==> config.mk <==
export PLATFORM = sky130hd
export DESIGN_NAME = r2fft_fifo
export DESIGN_NICKNAME = d
export VERILOG_FILES = /design/src/rtl/r2fft_fifo.sv
export SDC_FILE = /design/constraint.sdc
export NUM_CORES = 1
export LEC_CHECK = 0
export BUFFER_PORTS_ARGS = -buffer_cell sky130_fd_sc_hd__buf_4
export CORE_UTILIZATION = 44
export DETAILED_ROUTE_END_ITERATION = 8
export PLACE_DENSITY = 0.72
export SLEW_MARGIN = 0
export SYNTH_ARGS = -nofsm -noshare
export SYNTH_HDL_FRONTEND = slang
export SYNTH_SLANG_ARGS = --single-unit
==> constraint.sdc <==
create_clock -name clk_i -period 1.5 [get_ports clk_i]
set_input_delay 0.075 -clock clk_i [delete_from_list [all_inputs] [get_ports clk_i]]
set_output_delay 0.075 -clock clk_i [all_outputs]
set_load 0.03 [all_outputs]
==> src/rtl/r2fft_fifo.sv <==
// Small item queue used on the command and result sides.
module r2fft_fifo #(
  parameter int WIDTH = 8,
  parameter int DEPTH = 2
) (
  input  logic             clk_i,
  input  logic             rst_ni,
  input  logic             push_i,
  input  logic [WIDTH-1:0] wdata_i,
  output logic             full_o,
  input  logic             pop_i,
  output logic [WIDTH-1:0] rdata_o,
  output logic             empty_o
);

  localparam int PtrW = (DEPTH > 1) ? $clog2(DEPTH) : 1;

  logic [WIDTH-1:0] data_q [DEPTH];
  logic [PtrW-1:0]  wptr_q, wptr_d, rptr_q, rptr_d;
  logic [PtrW:0]    cnt_q, cnt_d;
  logic             do_push, do_pop;

  assign full_o  = (cnt_q == (PtrW+1)'(DEPTH));
  assign empty_o = (cnt_q == '0);
  assign rdata_o = data_q[rptr_q];
  assign do_push = push_i && !full_o;
  assign do_pop  = pop_i && !empty_o;

  // Pointer and fill count update.
  always_comb begin
    wptr_d = wptr_q;
    rptr_d = rptr_q;
    if (do_push) wptr_d = (wptr_q == PtrW'(DEPTH - 1)) ? '0 : wptr_q + 1'b1;
    if (do_pop)  rptr_d = (rptr_q == PtrW'(DEPTH - 1)) ? '0 : rptr_q + 1'b1;
    cnt_d = cnt_q + (PtrW+1)'(do_push) - (PtrW+1)'(do_pop);
  end

  always_ff @(posedge clk_i or negedge rst_ni) begin
    if (!rst_ni) begin
      wptr_q <= '0;
      rptr_q <= '0;
      cnt_q  <= '0;
    end else begin
      wptr_q <= wptr_d;
      rptr_q <= rptr_d;
      cnt_q  <= cnt_d;
    end
  end

  // Storage needs no reset.
  always_ff @(posedge clk_i) begin
    if (do_push) data_q[wptr_q] <= wdata_i;
  end

endmodule

==> flow_metrics.env <==
export IMPL_hold_violations=0
export IMPL_vias=486
export IMPL_netlist_top_cells_area="edfxtp_1 (61%), dfrtp_1 (13%), mux2_2 (11%)"
export IMPL_drt_iter0_markers=9
export IMPL_ys_warn_count=0
export IMPL_grt_total_usage_pct=17.80
export IMPL_fill_cells=115
export IMPL_synthXorXnorAreaFrac_pct=4.466
export IMPL_avgSynthCellArea_um2=18.24
export IMPL_fp_row_count=14
export IMPL_cp_arrival_ns=1.68
export IMPL_dieArea_um2=1956
export IMPL_dp_cells=83
export IMPL_first_pass_iters=5
export IMPL_grt_pass1_wl_um=2249
export IMPL_synthMuxAreaShare_pct=11.48
export IMPL_vias_per_cell=4.959
export IMPL_worst_clock_skew_ns=0.008316
export IMPL_io_buffers=21
export IMPL_die_x_um=44.23
export IMPL_synth_nets=57
export IMPL_violations="design-rule violations"
export IMPL_crit_type="reg -> reg"
export IMPL_syn_cell_area_um2=784.5
export IMPL_slew_headroom_pct=74.28
export IMPL_powerDensity_nw_per_um2=2069
export IMPL_synth_top_area_share_pct=61.24
export IMPL_hold_class="in -> async"
export IMPL_clk_pin_slew_ns=0.11
export IMPL_finalSetupViolations=0
export IMPL_wire_per_inst_um=15.40
export IMPL_diodes=0
export IMPL_overflow=0
export IMPL_ys_ff_latch=20
export IMPL_cts_buffers=3
export IMPL_core_um2=1577
export IMPL_cts_root_buf="clkbuf_4"
export IMPL_yosysTopAreaCell="edfxtp_1"
export IMPL_clock_fmax_ghz=0.6730
export IMPL_die_h_um=44.23
export IMPL_ant_nets=0
export IMPL_peakVddDrop_mv=1.625
export IMPL_ios=22
export IMPL_place_congestion=0.6291
export IMPL_required_ns=1.70
export IMPL_tritoncts="yes"
export IMPL_worst_setup_path_end_kind="flip-flop"
export IMPL_clk_latency_ns=0.30
export IMPL_drc=3
export IMPL_synth_compound_area_share_pct=0
export IMPL_p_leak_uw=0.0004965
export IMPL_antenna_found_initial=0
export IMPL_clock_sinks=20
export IMPL_drive_above_1_share_pct=59.76
export IMPL_critPathLaunchType="flip-flop"
export IMPL_synthCells=43
export IMPL_synth_top_family_by_area="multiplexers"
export IMPL_wl_um=1509
export IMPL_cts_path_max_buffers=2
export IMPL_dp_final_hpwl_um=871
export IMPL_synth_simple_gate_area_share_pct=4.466
export IMPL_worst_pin_slew_ns=0.3857
export IMPL_path_max_fanout=3
export IMPL_post_route_util_pct=76.75
export IMPL_area_growth_pct=54.23
export IMPL_drv_cap=0
export IMPL_grt_max_degree=13
export IMPL_status="finished, violations left"
export IMPL_setup_tns_ns=0
export IMPL_rsz0062_at_grt="yes"
export IMPL_maxSlewViolCount=0
export IMPL_synth_seq_area_share_pct=74.00
export IMPL_final_cells=98
export IMPL_nets=97
export IMPL_finalPower_uw=2503
export IMPL_period_needed_ns=1.486
export IMPL_finalCritPeriodShare_pct=99.06
export IMPL_synth_cell_type_count=14
export IMPL_cts_max_level=1
export IMPL_first_global_vias=503
export IMPL_synth_adder_area_share_pct=3.190
export IMPL_start_util_pct=49.76
==> cells in the final DEF (no fill, tap or decap), drive strengths merged, types with 2 or more instances in the layout <==
cell type / instances
clkbuf: 3
inv: 2
edfxtp: 16
dfrtp: 4
buf: 27
dlygate4sd3: 9
mux2: 8
ha: 2
xnor2: 3
nor2: 2
==> synth_stat cells <==
master,count
nand2_1,1
dfrtp_1,4
buf_6,1
ha_1,2
nor2b_2,1
inv_1,2
xor2_1,1
and3_1,1
edfxtp_1,16
nor2_1,1
mux2_2,8
xnor2_1,3
nor2_2,1
nand2b_1,1
==> what timing repair did <==
action,4_1_cts,5_1_grt
gates cloned,0,0
gates resized for setup,6,6
setup buffers,2,0
hold buffers,9,0
pin swaps,2,5
setup endpoints to repair,9,1
hold endpoints to repair,20,0
==> layout make-up <==
cell class | instances | area [µm²] | share of cell area (%)
inverters | 2 | 7.507 | 0.6205
clock buffers | 3 | 22.52 | 1.861
flip-flops and latches | 20 | 583.1 | 48.19
repair buffers | 36 | 292.8 | 24.20
well taps | 16 | 20.02 | 1.655
multi-input cells | 20 | 254.0 | 20.99
clock inverters | 1 | 30.03 | 2.482
==> where the power goes <==
| group | internal [µW] | switching (µW) | leakage (µW) |
|---|---|---|---|
| Clock | 270 | 160 | 0.0000279 |
| Sequential | 782 | 126 | 0.000193 |
| Combinational | 585 | 580 | 0.000275 |
==> metrics by stage <==
step	hold slack [ns]	setup WS, ns	cell area (µm²)
floorplan	-0.2206	-0.05464	789.5
global placement	-0.1247	0.03687	985.9
detailed placement	-0.1226	-0.02138	985.9
CTS	0.09131	0.01524	1166
global route	0.08479	-0.07430	1210
finish	0.08492	0.01403	1210
==> sequential cells by signal, indices dropped and copies added, names as in the netlist <==
name,count
data_q,16
rptr_q,1
cnt_q,2
wptr_q,1
==> critical path, stage by stage, from the launching register on <==
cell and delay (ns):
dfrtp_1 0.43, nand2b_4 0.17, nand2_4 0.06, ha_4 0.26
inv_2 0.04, ha_4 0.17, xnor2_4 0.12, xnor2_1 0.13
==> kinds of logic (layout without fill, tap and decap cells) <==
family,count (synthesis),in the layout
buffers and inverters,3,42
multiplexers,8,8
AND/OR/NAND/NOR,6,6
XOR/XNOR,4,4
adder cells (fa/ha/maj),2,2
flip-flops,20,20
==> routing by layer <==
| metal | global-route usage (%) | up-vias | share of wire [%] |
|---|---|---|---|
| met5 | 0 | - | 0 |
| met4 | 10.91 | 0 | 2.7 |
| met3 | 4.898 | 4 | 4.3 |
| met2 | 33.53 | 18 | 56 |
| met1 | 16.62 | 233 | 37 |
| li1 | - | 231 | - |
==> final timing paths <==
path	startpoint	end	slack (ns)	cells after the start
hold reg to reg	wptr_q	wptr_q	0.51	1
setup reg to reg	cnt_q[0]	cnt_q[1]	0.01	7
hold / removal	rst_ni	cnt_q[0]	0.08	2
max in group asynchronous	rst_ni	rptr_q	1.30	2
min in group clk_i	pop_i	rptr_q	0.12	3
setup / recovery	cnt_q[0]	cnt_q[1]	0.01	7
Note: power is estimated with default switching activity, not from simulation.
